==> src/rtl/mkc_pkg.sv <==
// Package for the keyed line cache: sizes, register map and request/result types.
package mkc_pkg;

    localparam int CACHE_SLOTS = 4;
    localparam int SLOT_W      = (CACHE_SLOTS > 1) ? $clog2(CACHE_SLOTS) : 1;
    localparam int COUNT_W     = $clog2(CACHE_SLOTS + 1);
    localparam int CAP_W       = 32;
    localparam int KEY_W       = CAP_W + 1;
    localparam int OUT_SLOT_W  = 2;

    localparam int APB_ADDR_W  = 3;
    localparam int APB_DATA_W  = 32;
    localparam logic [APB_ADDR_W-1:0] REG_CAPMASK_ADDR = 3'd0;

    localparam logic FUNC_LOOKUP = 1'b0;
    localparam logic FUNC_CLEAR  = 1'b1;

    typedef logic [KEY_W-1:0]  key_t;
    typedef logic [SLOT_W-1:0] slot_t;

    typedef struct packed {
        logic             func;
        logic [CAP_W-1:0] cap_mask;
        logic             remote_flag;
    } req_t;

    typedef struct packed {
        logic [OUT_SLOT_W-1:0] slot_index;
        logic                  hit;
        logic                  evicted;
    } rsp_t;

    // One recency position: the key it holds and the slot that owns it.
    typedef struct packed {
        key_t  key;
        slot_t slot;
    } entry_t;

    // Per-cell control from the top level.
    typedef struct packed {
        logic shift;
        logic in_use;
    } cell_ctl_t;

endpackage

==> src/rtl/mkc_cell.sv <==
// One recency position of the cache: key/slot storage, key compare and shift from neighbor.
module mkc_cell (
    input  logic              aclk,
    input  mkc_pkg::cell_ctl_t ctl,
    input  mkc_pkg::key_t     lookup_key,
    input  mkc_pkg::entry_t   prev_entry,
    output mkc_pkg::entry_t   entry,
    output logic              match
);
    import mkc_pkg::*;

    entry_t entry_reg;
    entry_t entry_next;

    always_comb begin
        entry_next = ctl.shift ? prev_entry : entry_reg;
    end

    // Payload only: no reset needed.
    always_ff @(posedge aclk) begin
        entry_reg <= entry_next;
    end

    assign entry = entry_reg;
    assign match = ctl.in_use && (entry_reg.key == lookup_key);

endmodule

==> src/rtl/mru_keyed_line_cache_core.sv <==
// Top level of the keyed line cache: recency chain of cells, used count, APB register, result stage.
// A request's result is valid in the cycle after it is accepted (one register stage).
// One request per cycle unless stalled; compare, priority pick and chain shift are combinational.
// Reset: aresetn (synchronous, active low) empties the cache, clears the capability mask register
// and m_valid; cell keys, slot numbers and result payload are not reset, only read once written.
module mru_keyed_line_cache_core (
    input  logic                              aclk,
    input  logic                              aresetn,
    // request channel
    input  logic                              s_valid,
    output logic                              s_ready,
    input  mkc_pkg::req_t                     s_data,
    // result channel
    output logic                              m_valid,
    input  logic                              m_ready,
    output mkc_pkg::rsp_t                     m_data,
    // configuration port
    input  logic                              psel,
    input  logic                              penable,
    input  logic                              pwrite,
    input  logic [mkc_pkg::APB_ADDR_W-1:0]    paddr,
    input  logic [mkc_pkg::APB_DATA_W-1:0]    pwdata,
    output logic [mkc_pkg::APB_DATA_W-1:0]    prdata,
    output logic                              pready
);
    import mkc_pkg::*;

    // ---------------------------------------------------------------
    // Configuration register
    // ---------------------------------------------------------------
    logic [CAP_W-1:0] capmask_reg;
    logic [CAP_W-1:0] capmask_next;
    logic             cfg_wr;

    assign pready = 1'b1;
    assign cfg_wr = psel && penable && pwrite && (paddr == REG_CAPMASK_ADDR);

    always_comb begin
        capmask_next = cfg_wr ? pwdata[CAP_W-1:0] : capmask_reg;
    end

    always_ff @(posedge aclk) begin
        if (!aresetn) begin
            capmask_reg <= '0;
        end else begin
            capmask_reg <= capmask_next;
        end
    end

    // Unknown addresses read as zero.
    assign prdata = (paddr == REG_CAPMASK_ADDR) ? APB_DATA_W'(capmask_reg) : '0;

    // ---------------------------------------------------------------
    // Handshake: accept whenever the result stage is empty or draining
    // ---------------------------------------------------------------
    logic accept;
    logic do_lookup;
    logic do_clear;

    assign s_ready   = !m_valid || m_ready;
    assign accept    = s_valid && s_ready;
    assign do_lookup = accept && (s_data.func == FUNC_LOOKUP);
    assign do_clear  = accept && (s_data.func == FUNC_CLEAR);

    // Key: remote flag on top, masked capabilities below.
    key_t lookup_key;
    assign lookup_key = {s_data.remote_flag, s_data.cap_mask & capmask_reg};

    // ---------------------------------------------------------------
    // Recency chain: cell 0 is most recent, cell CACHE_SLOTS-1 least recent
    // ---------------------------------------------------------------
    logic [COUNT_W-1:0] used_count_reg;
    logic [COUNT_W-1:0] used_count_next;

    entry_t                  cell_entry [CACHE_SLOTS];
    entry_t                  cell_prev  [CACHE_SLOTS];
    cell_ctl_t               cell_ctl   [CACHE_SLOTS];
    logic [CACHE_SLOTS-1:0]  cell_match;
    entry_t                  head_entry;

    logic        any_hit;
    slot_t       hit_pos;
    slot_t       promote_pos;
    slot_t       new_slot;
    logic        full;

    assign full = (used_count_reg == COUNT_W'(CACHE_SLOTS));

    // Pick the matching position; used keys are unique, so at most one matches.
    always_comb begin
        any_hit = 1'b0;
        hit_pos = '0;
        for (int i = CACHE_SLOTS - 1; i >= 0; i--) begin
            if (cell_match[i]) begin
                any_hit = 1'b1;
                hit_pos = SLOT_W'(i);
            end
        end
    end

    // Promote position and the slot that lands at the front.
    always_comb begin
        if (any_hit) begin
            promote_pos = hit_pos;
            new_slot    = cell_entry[hit_pos].slot;
        end else if (!full) begin
            promote_pos = SLOT_W'(used_count_reg);
            new_slot    = SLOT_W'(used_count_reg);
        end else begin
            // evict the least recent slot and reload it
            promote_pos = SLOT_W'(CACHE_SLOTS - 1);
            new_slot    = cell_entry[CACHE_SLOTS-1].slot;
        end
    end

    assign head_entry = '{key: lookup_key, slot: new_slot};

    genvar g;
    generate
        for (g = 0; g < CACHE_SLOTS; g++) begin : g_cell
            if (g == 0) begin : g_head
                assign cell_prev[g] = head_entry;
            end else begin : g_link
                assign cell_prev[g] = cell_entry[g-1];
            end

            // Shift every position up to and including the promoted one.
            assign cell_ctl[g].shift  = do_lookup && (SLOT_W'(g) <= promote_pos);
            assign cell_ctl[g].in_use = (used_count_reg > COUNT_W'(g));

            mkc_cell u_cell (
                .aclk       (aclk),
                .ctl        (cell_ctl[g]),
                .lookup_key (lookup_key),
                .prev_entry (cell_prev[g]),
                .entry      (cell_entry[g]),
                .match      (cell_match[g])
            );
        end
    endgenerate

    // Used count: grow on a miss with room, drop to zero on clear.
    always_comb begin
        used_count_next = used_count_reg;
        if (do_clear) begin
            used_count_next = '0;
        end else if (do_lookup && !any_hit && !full) begin
            used_count_next = used_count_reg + COUNT_W'(1);
        end
    end

    always_ff @(posedge aclk) begin
        if (!aresetn) begin
            used_count_reg <= '0;
        end else begin
            used_count_reg <= used_count_next;
        end
    end

    // ---------------------------------------------------------------
    // Result stage
    // ---------------------------------------------------------------
    logic                  m_valid_reg;
    logic                  m_valid_next;
    rsp_t                  rsp_reg;
    rsp_t                  rsp_next;
    logic [SLOT_W+1:0]     slot_wide;

    // Keep only the low bits of the slot number.
    assign slot_wide = {2'b00, new_slot};

    always_comb begin
        m_valid_next = m_valid_reg;
        rsp_next     = rsp_reg;
        if (accept) begin
            m_valid_next = 1'b1;
            if (do_clear) begin
                rsp_next = '0;
            end else begin
                rsp_next.slot_index = slot_wide[OUT_SLOT_W-1:0];
                rsp_next.hit        = any_hit;
                rsp_next.evicted    = !any_hit && full;
            end
        end else if (m_ready) begin
            m_valid_next = 1'b0;
        end
    end

    always_ff @(posedge aclk) begin
        if (!aresetn) begin
            m_valid_reg <= 1'b0;
        end else begin
            m_valid_reg <= m_valid_next;
        end
    end

    // Payload: hold until taken, no reset.
    always_ff @(posedge aclk) begin
        rsp_reg <= rsp_next;
    end

    assign m_valid = m_valid_reg;
    assign m_data  = rsp_reg;

`ifndef ASSERT_OFF
    a_count_bound: assert property (@(posedge aclk) disable iff (!aresetn)
        used_count_reg <= COUNT_W'(CACHE_SLOTS))
        else $error("used count beyond slot count");

    a_clear_empties: assert property (@(posedge aclk) disable iff (!aresetn)
        do_clear |=> (used_count_reg == '0))
        else $error("clear did not empty the cache");

    a_hit_no_evict: assert property (@(posedge aclk) disable iff (!aresetn)
        m_valid |-> !(m_data.hit && m_data.evicted))
        else $error("result flags both hit and eviction");

    a_single_match: assert property (@(posedge aclk) disable iff (!aresetn)
        $onehot0(cell_match))
        else $error("key matched in more than one position");

    a_accept_gives_result: assert property (@(posedge aclk) disable iff (!aresetn)
        accept |=> m_valid)
        else $error("accepted request produced no result");
`endif

endmodule
==> config.mk <==
export PLATFORM = sky130hd
export DESIGN_NAME = mru_keyed_line_cache_core
export DESIGN_NICKNAME = d
export VERILOG_FILES = /design/src/rtl/mkc_pkg.sv /design/src/rtl/mkc_cell.sv /design/src/rtl/mru_keyed_line_cache_core.sv
export SDC_FILE = /design/constraint.sdc
export NUM_CORES = 1
export LEC_CHECK = 0
export ABC_AREA = 1
export BUFFER_PORTS_ARGS = -buffer_cell sky130_fd_sc_hd__buf_4
export CORE_UTILIZATION = 41
export CTS_CLUSTER_SIZE = 16
export DETAILED_ROUTE_END_ITERATION = 10
export PLACE_DENSITY_LB_ADDON = 0.12
export RECOVER_POWER = 25
export SYNTH_ARGS = -nofsm -noshare
export SYNTH_HDL_FRONTEND = slang
export SYNTH_SLANG_ARGS = --single-unit
==> constraint.sdc <==
create_clock -name aclk -period 5 [get_ports aclk]
set_input_delay 0.25 -clock aclk [delete_from_list [all_inputs] [get_ports aclk]]
set_output_delay 0.25 -clock aclk [all_outputs]
set_load 0.02 [all_outputs]
Yosys cells after proc, flatten, opt, wreduce, memory -nomap -nowiden
Index checks and enable logic that the tools add are counted. Widths: inputs -> output; s select.

Bits in registers: 180. Bits in latches: 0. Memory bits (writable): 0. Bits in read-only memories: 0. Input port bits: 76. Output and inout port bits: 39. Word-level logic and storage cells: 75. Memories kept: 0.

$add $sub $neg: 1. Multiply operators: 0. Div/mod/pow operators: 0. Order comparisons: 9. Equality and inequality tests: 5. Shift-type cells: 0. Multiplexer cells: 18. Bitwise logic cells: 4. Reduce and logical (&&, ||, !) cells: 24.

Operators with widths (number): $eq 33x33->1 (4); $bmux 35 s2 (1); $and 32x32->32 (1); $mux 32 (1); $mux 2 (10); $logic_and 1x1->1 (17); $gt 3x1->1 const B (2); $gt 3x2->1 const B (2); $mux 1 (6); $le 1x2->1 const A (2); $le 2x2->1 const A (2); $add 3x1->3 const B (1); $eq 3x3->1 const B (1); $ge 3x3->1 const B (1); $logic_not 1->1 (3); $logic_not 3->1 (1); $not 2->3 (1); $not 1->1 (2); $reduce_bool 2->1 (1); $reduce_or 2->1 (1); $logic_or 1x1->1 (1).

Logic depth before layout (Yosys ltp)
Gate-level depths: netlist of the first run.

Word-level depth: 12. Mapped depth: 18. Depth with buffers taken out: 18.

By module
From an unflattened synthesis of the first run, not the netlist that was laid out.

Cells, all modules: 1053. Area, all modules: 8809.7 µm².

By module, submodules not included: mkc_cell (times used 4, cells each 179, area each 1651.6 µm², sequential area each 1051.0 µm²); mru_keyed_line_cache_core (times used 1, cells each 337, area each 2203.4 µm², sequential area each 840.8 µm²).

Least setup slack after synthesis of the first run
Ideal clock, no wire load.

Kind: reg-to-reg. From: reg m_valid_reg, in the netlist m_valid. To: reg g_cell[3].u_cell.entry_reg, in the netlist g_cell[3].u_cell.entry[0] (enable). Setup time: 404 ps. Arrival: 3748 ps. Path slack: 848 ps. Stages on the path, launching flop included: 6. Path buffers: 0. Cell sequence: dfxtp_1 -> nand2_1 -> nand2_1 -> nor2_1 -> nand2_1 -> a21oi_2.

RTL lines: start: declaration (line mru_keyed_line_cache_core.sv:163) `logic m_valid_reg;`; start signal: assignment (line mru_keyed_line_cache_core.sv:193) `m_valid_reg <= m_valid_next;`; end signal: assignment (line mkc_cell.sv:21) `entry_reg <= entry_next;`; end: declaration (line mkc_cell.sv:12) `entry_t entry_reg;`.

==> impl_metrics.json, run 1 <==
{
  "holdWs_ns": 0.08283,
  "row_count": 54,
  "r2r_end": "g_cell[2].u_cell.entry[5]",
  "synth_nets": 1167,
  "cp.required_ns": 5.10,
  "antenna_found_initial": 0,
  "synth-async-reset-ratio": 0,
  "fp.dieW_um": 153.3,
  "power_density_mw_per_mm2": 283.4,
  "chipHeight_um": 153.3,
  "wire_per_inst_um": 18.06,
  "tns_ns": 0,
  "final_max_slew_viol_count": 0,
  "worst_path_most_repeated_cell": "nand2_1",
  "leakage_uw": 0.004904,
  "hold_depth": 3,
  "slowest_delay_ns": 0.59,
  "ff2ff_path_depth": 14,
  "io_buffer_count": 113,
  "routed-via-count": 7409,
  "routed_wl_mm": 27.14,
  "track_usage": 0.2418,
  "crit_buf_inv": 3,
  "crit_arrival_ns": 3.57,
  "post_cts_resized": 0,
  "vias_per_cell": 4.929,
  "yosysSeqAreaShare": 0.5375,
  "io_pins": 115,
  "vdd_drop_max_v": 0.0001739,
  "clk_pin_slew_worst_paths_ns": 0.08,
  "crit_fanout": 22,
  "yosys_warnings": 0,
  "cp_top_family": "buffers and inverters",
  "hold_class": "in2reg",
  "cp-start-kind": "flop",
  "crit_type": "reg2reg",
  "path_cells": "inv_1, ha_1, o21ai_1, nand2_1, nor3_1, nand2_1, nor2_1, nand3_1, nand2_2, nor2_8, a21oi_2, nand2_1, inv_1, buf_4",
  "synth_cells": 1086,
  "clockBufferDepth": 2,
  "detail-route-antenna-nets": 0,
  "drt_iter0_drc": 533,
  "postCtsSetupRepairBufs": 0,
  "dp_hpwl_mm": 20.90,
  "hp-start": "pwdata[14]",
  "grt.overflow.total": 0,
  "r2r_slack_ns": 1.53,
  "worstMarginPinSlew_ns": 1.182,
  "relSlewSlack": 0.2114,
  "r2r-start": "used_count_reg[0]",
  "fmax_mhz": 288.4,
  "grt_pass1_vias": 7052,
  "synth_ff_type": "edfxtp_1",
  "crit_slowest_cell": "inv_1",
  "syn_area_per_cell_sq_um": 8.643,
  "htreeDepth": 4,
  "start_util": 0.4236,
  "cts_made_buffers": 17,
  "synth_seq_cells": 180,
  "grt_pass1_wl_mm": 41.47,
  "area_delta_synth_final_pct": 18.70,
  "cts_tree": "built",
  "layout-drive-gt1-share": 0.2052,
  "cts_root_buffer": "clkbuf_16",
  "synth_edf_count": 144,
  "core_area_sq_mm": 0.02216,
  "clock_skew_ns": 0.01192,
  "setup_viol": 0,
  "synth.cell_area_sq_mm": 0.009387,
  "period_minus_slack_ns": 3.467,
  "cp-end-kind": "flop",
  "fin_nets": 1291,
  "dieArea_sq_mm": 0.02350,
  "drcViolationCount": 0,
  "firstDrtPassIters": 5,
  "netlist-cell-type-count": 40,
  "timing.final.hold_violations": 0,
  "hold_buffers": 0,
  "clk_latency_ns": 0.44,
  "finalCritPeriodShare": 0.6934,
  "clkSinkCount": 180,
  "gp_congestion": 0.9821,
  "whs_endpoint": "capmask_reg[14]",
  "status": "finished clean",
  "grt_max_degree": 65,
  "largest_register_ffs": 140,
  "maxCapViolations": 0,
  "rsz0062_at_grt": "false",
  "num_antenna_cells": 0
}
[worst max path at each step]
stage / depth (start not counted) / start / endpoint / slack (ns)
final: 14 / used_count_reg[0] / g_cell[2].u_cell.entry[5] / 1.53
after global placement: 14 / used_count_reg[0] / g_cell[2].u_cell.entry[6] / 1.50
after CTS: 14 / used_count_reg[0] / g_cell[2].u_cell.entry[5] / 1.47
after detailed placement: 14 / used_count_reg[0] / g_cell[2].u_cell.entry[5] / 1.49
after floorplan: 5 / m_valid / g_cell[3].u_cell.entry[0] / 0.85
after global routing: 14 / used_count_reg[0] / g_cell[2].u_cell.entry[5] / 1.30
[cells by family (layout without fill, tap and decap cells)]
group | count (synthesis) | count (layout) | share of synthesized area
AO/OA/AOI/OAI | 90 | 90 | 0.04972
XOR/XNOR | 44 | 44 | 0.04106
adder cells (fa/ha/maj) | 5 | 5 | 0.006665
buffers and inverters | 185 | 322 | 0.07438
flip-flops | 180 | 180 | 0.5375
other | 1 | 1 | 0.0003995
AND/OR/NAND/NOR | 581 | 581 | 0.2903
[report_power, final]
part	switching [uW]	leakage (uW)	internal, uW
clock network	658	0.000282	660
logic	109	0.00300	74.3
registers	20.2	0.00162	1640
total	787	0.00490	2370
[layout make-up]
| type | count | area (sq um) |
|---|---|---|
| fill | 2133 | 11020 |
| sequential | 180 | 5045 |
| multi-input combinational | 721 | 3659 |
| timing repair buffer | 118 | 882.1 |
| inverter | 172 | 645.6 |
| clock buffer | 17 | 425.4 |
| tap | 280 | 350.3 |
| clock inverter | 15 | 135.1 |
[cell usage in the layout, fill, tap and decap left out, types with 17 or more instances in the layout]
cell type,netlist,layout
a21oi_1,38,38
buf_4,1,117
clkbuf_16,0,17
dfxtp_1,36,36
edfxtp_1,144,144
inv_1,144,144
inv_2,24,24
nand2_1,255,255
nand2_2,40,40
nand3_1,64,64
nand4_1,20,20
nor2_1,137,136
o21ai_0,39,39
xnor2_1,18,18
xor2_1,26,26
[stage by stage]
step	total power, uW	setup WS, ns	instance area (sq um)	instances	util
finish	3158	1.533	11140	1503	0.5028
global route	3251	1.301	11140	1503	0.5028
CTS	3170	1.473	11150	1503	0.5029
detailed placement	1875	1.492	10590	1471	0.4776
global placement	1874	1.496	10590	1471	0.4776
floorplan	1774	0.8476	9387	1086	-
[per-layer routing]
metal	global-route usage	vias up	share of wire
met5	0	-	0
met4	0.09668	0	0.030
met3	0.04451	41	0.070
met2	0.3766	271	0.45
met1	0.3325	3368	0.45
li1	-	3729	-
[Yosys cell counts, drive strengths merged, types with 5 or more instances]
master  count  area, sq um
nand3b      5        50.05
dfxtp      36        720.7
a21oi      40        207.7
or2        19        121.4
inv       168        630.6
nor3       13        97.59
xnor2      18        157.7
o21ai      48        244.0
ha          5        62.56
nor2      149        613.1
xor2       26        227.7
clkbuf     12        45.04
edfxtp    144         4324
nand3      72        422.9
nand4      22        150.1
nand2     300         1264
[worst register-to-register path: stages (launching register included)]
cell and delay, ns:
dfxtp_1 0.38, inv_1 0.13, ha_1 0.22, o21ai_1 0.24, nand2_1 0.09, nor3_1 0.15, nand2_1 0.07, nor2_1 0.15
nand3_1 0.19, nand2_2 0.16, nor2_8 0.07, a21oi_2 0.11, nand2_1 0.11, inv_1 0.59, buf_4 0.47
No activity file was read; power rests on OpenSTA's default activity.
==> run 2: changes to the inputs <==
==> constraint.sdc (replaced) <==
create_clock -name aclk -period 3.1 [get_ports aclk]
set_input_delay 0.155 -clock aclk [delete_from_list [all_inputs] [get_ports aclk]]
set_output_delay 0.155 -clock aclk [all_outputs]
set_load 0.02 [all_outputs]
==> impl_metrics.json, run 2 (synthesized netlist as in run 1, its figures left out) <==
{
  "finalCritPeriodShare": 0.8941,
  "clock_skew_ns": 0.01093,
  "io_buffer_count": 113,
  "routed-via-count": 7604,
  "relSlewSlack": 0.2033,
  "post_cts_resized": 0,
  "crit_fanout": 21,
  "period_minus_slack_ns": 2.772,
  "worstMarginPinSlew_ns": 1.194,
  "firstDrtPassIters": 5,
  "routed_wl_mm": 27.99,
  "area_delta_synth_final_pct": 21.35,
  "fin_util": 0.5140,
  "leakage_uw": 0.005019,
  "cts_made_buffers": 17,
  "tns_ns": 0,
  "dp_hpwl_mm": 21.43,
  "clkSinkCount": 180,
  "cts_root_buffer": "clkbuf_16",
  "final_max_slew_viol_count": 0,
  "status": "finished clean",
  "grt_max_degree": 65,
  "vdd_drop_max_v": 0.0003221,
  "stdcell_count": 1520,
  "fin_nets": 1308,
  "timing.final.hold_violations": 0,
  "track_usage": 0.2470,
  "grt_pass1_wl_mm": 42.46,
  "dieArea_sq_mm": 0.02350,
  "clockBufferDepth": 2,
  "setup_viol": 0,
  "multi_input_area_sq_mm": 0.003659,
  "clk_pin_slew_worst_paths_ns": 0.07,
  "crit_arrival_ns": 2.87,
  "grt_pass1_vias": 7258,
  "cp-start-kind": "flop",
  "fillers": 2088,
  "place_area_sq_mm": 0.01066,
  "detail-route-antenna-nets": 0,
  "core_area_sq_mm": 0.02216,
  "io_pins": 115,
  "final_cell_mix": "nand2_1, inv_1, edfxtp_1",
  "cts_tree": "built",
  "dp_cells": 1477,
  "htreeDepth": 4,
  "crit_type": "reg2reg",
  "fmax_mhz": 360.8,
  "start_util": 0.4236,
  "cp.required_ns": 3.20,
  "regArea_sq_mm": 0.005045,
  "clk_latency_ns": 0.44,
  "gp_congestion": 0.9281,
  "drcViolationCount": 0,
  "chipHeight_um": 153.3,
  "mostFrequentLayoutCell": "nand2_1",
  "layout-drive-gt1-share": 0.2065,
  "grt.overflow.total": 0,
  "fp.dieW_um": 153.3,
  "wire_per_inst_um": 18.42,
  "vias_per_cell": 5.003,
  "row_count": 54,
  "rsz0062_at_grt": "false",
  "power_density_mw_per_mm2": 468.7,
  "drt_iter0_drc": 679,
  "maxCapViolations": 0,
  "antenna_found_initial": 0,
  "num_antenna_cells": 0,
  "fin_area_sq_mm": 0.01139,
  "cp-end-kind": "flop",
  "largest_register_ffs": 140,
  "hold_class": "in2reg"
}
## run 2: cell types whose count changed in the layout (fill, tap and decap cells not counted), moves of 2 or more
cell           delta
buf_12            +2
buf_4             +4
bufinv_16         +3
dlygate4sd3_1    +11
inv_6             -3
inv_8             -2
## run 2: cell type report
type	count	share of cell area
Sequential cell	180	0.4429
Multi-Input combinational cell	721	0.3212
Timing Repair Buffer	135	0.09326
Inverter	172	0.05668
Clock buffer	20	0.04108
Tap cell	280	0.03076
Clock inverter	12	0.01417
## run 2: routing by layer
layer  GRT usage  up-vias  part of all wire
met4     0.08514        0             0.026
met2      0.3927      264              0.45
met3     0.05075       38             0.062
met1      0.3346     3524              0.46
met5           0        -                 0
li1            -     3778                 -
## run 2: worst paths after layout
check | from | to | slack [ns] | depth (start not counted)
worst max register to register | used_count_reg[0] | g_cell[2].u_cell.entry[22] | 0.33 | 14
worst max-delay path | used_count_reg[0] | g_cell[2].u_cell.entry[22] | 0.33 | 14
worst min register to register | g_cell[2].u_cell.entry[1] | g_cell[3].u_cell.entry[1] | 0.46 | 0
worst min-delay path | pwdata[4] | capmask_reg[4] | 0.007 | 3
## run 2: repair_timing
item | 4_1_cts | 5_1_grt
hold endpoints to repair | 11 | 0
setup buffers | 0 | 0
setup endpoints to repair | 0 | 0
hold buffers | 11 | 0
## run 2: stage by stage
step	hold WS, ns	total power [uW]	setup slack [ns]
2_1_floorplan	0.2539	2861	0.02646
3_3_place_gp	0.4035	3026	0.2946
3_5_place_dp	0.4030	3028	0.3119
4_1_cts	0.001191	5375	0.2877
5_1_grt	0.01308	5496	0.08580
6_report	0.007365	5339	0.3284
## run 2: worst max-delay path: stages, from the launching register on
cell and delay, ns:
dfxtp_1 0.39, inv_1 0.13, ha_1 0.21, o21ai_1 0.24, nand2_1 0.08, nor3_1 0.14, nand2_1 0.07, nor2_1 0.13
nand3_1 0.17, nand2_2 0.15, nor2_8 0.07, a21oi_2 0.11, nand2_1 0.12, inv_1 0.09, buf_4 0.31
## run 2: power by group
part,leakage (uW),switching (uW),internal [uW],total [uW]
combinational,0.00309,180,132,313
sequential,0.00162,32.9,2640,2670
clock,0.000313,997,1360,2350
total,0.00502,1210,4130,5340
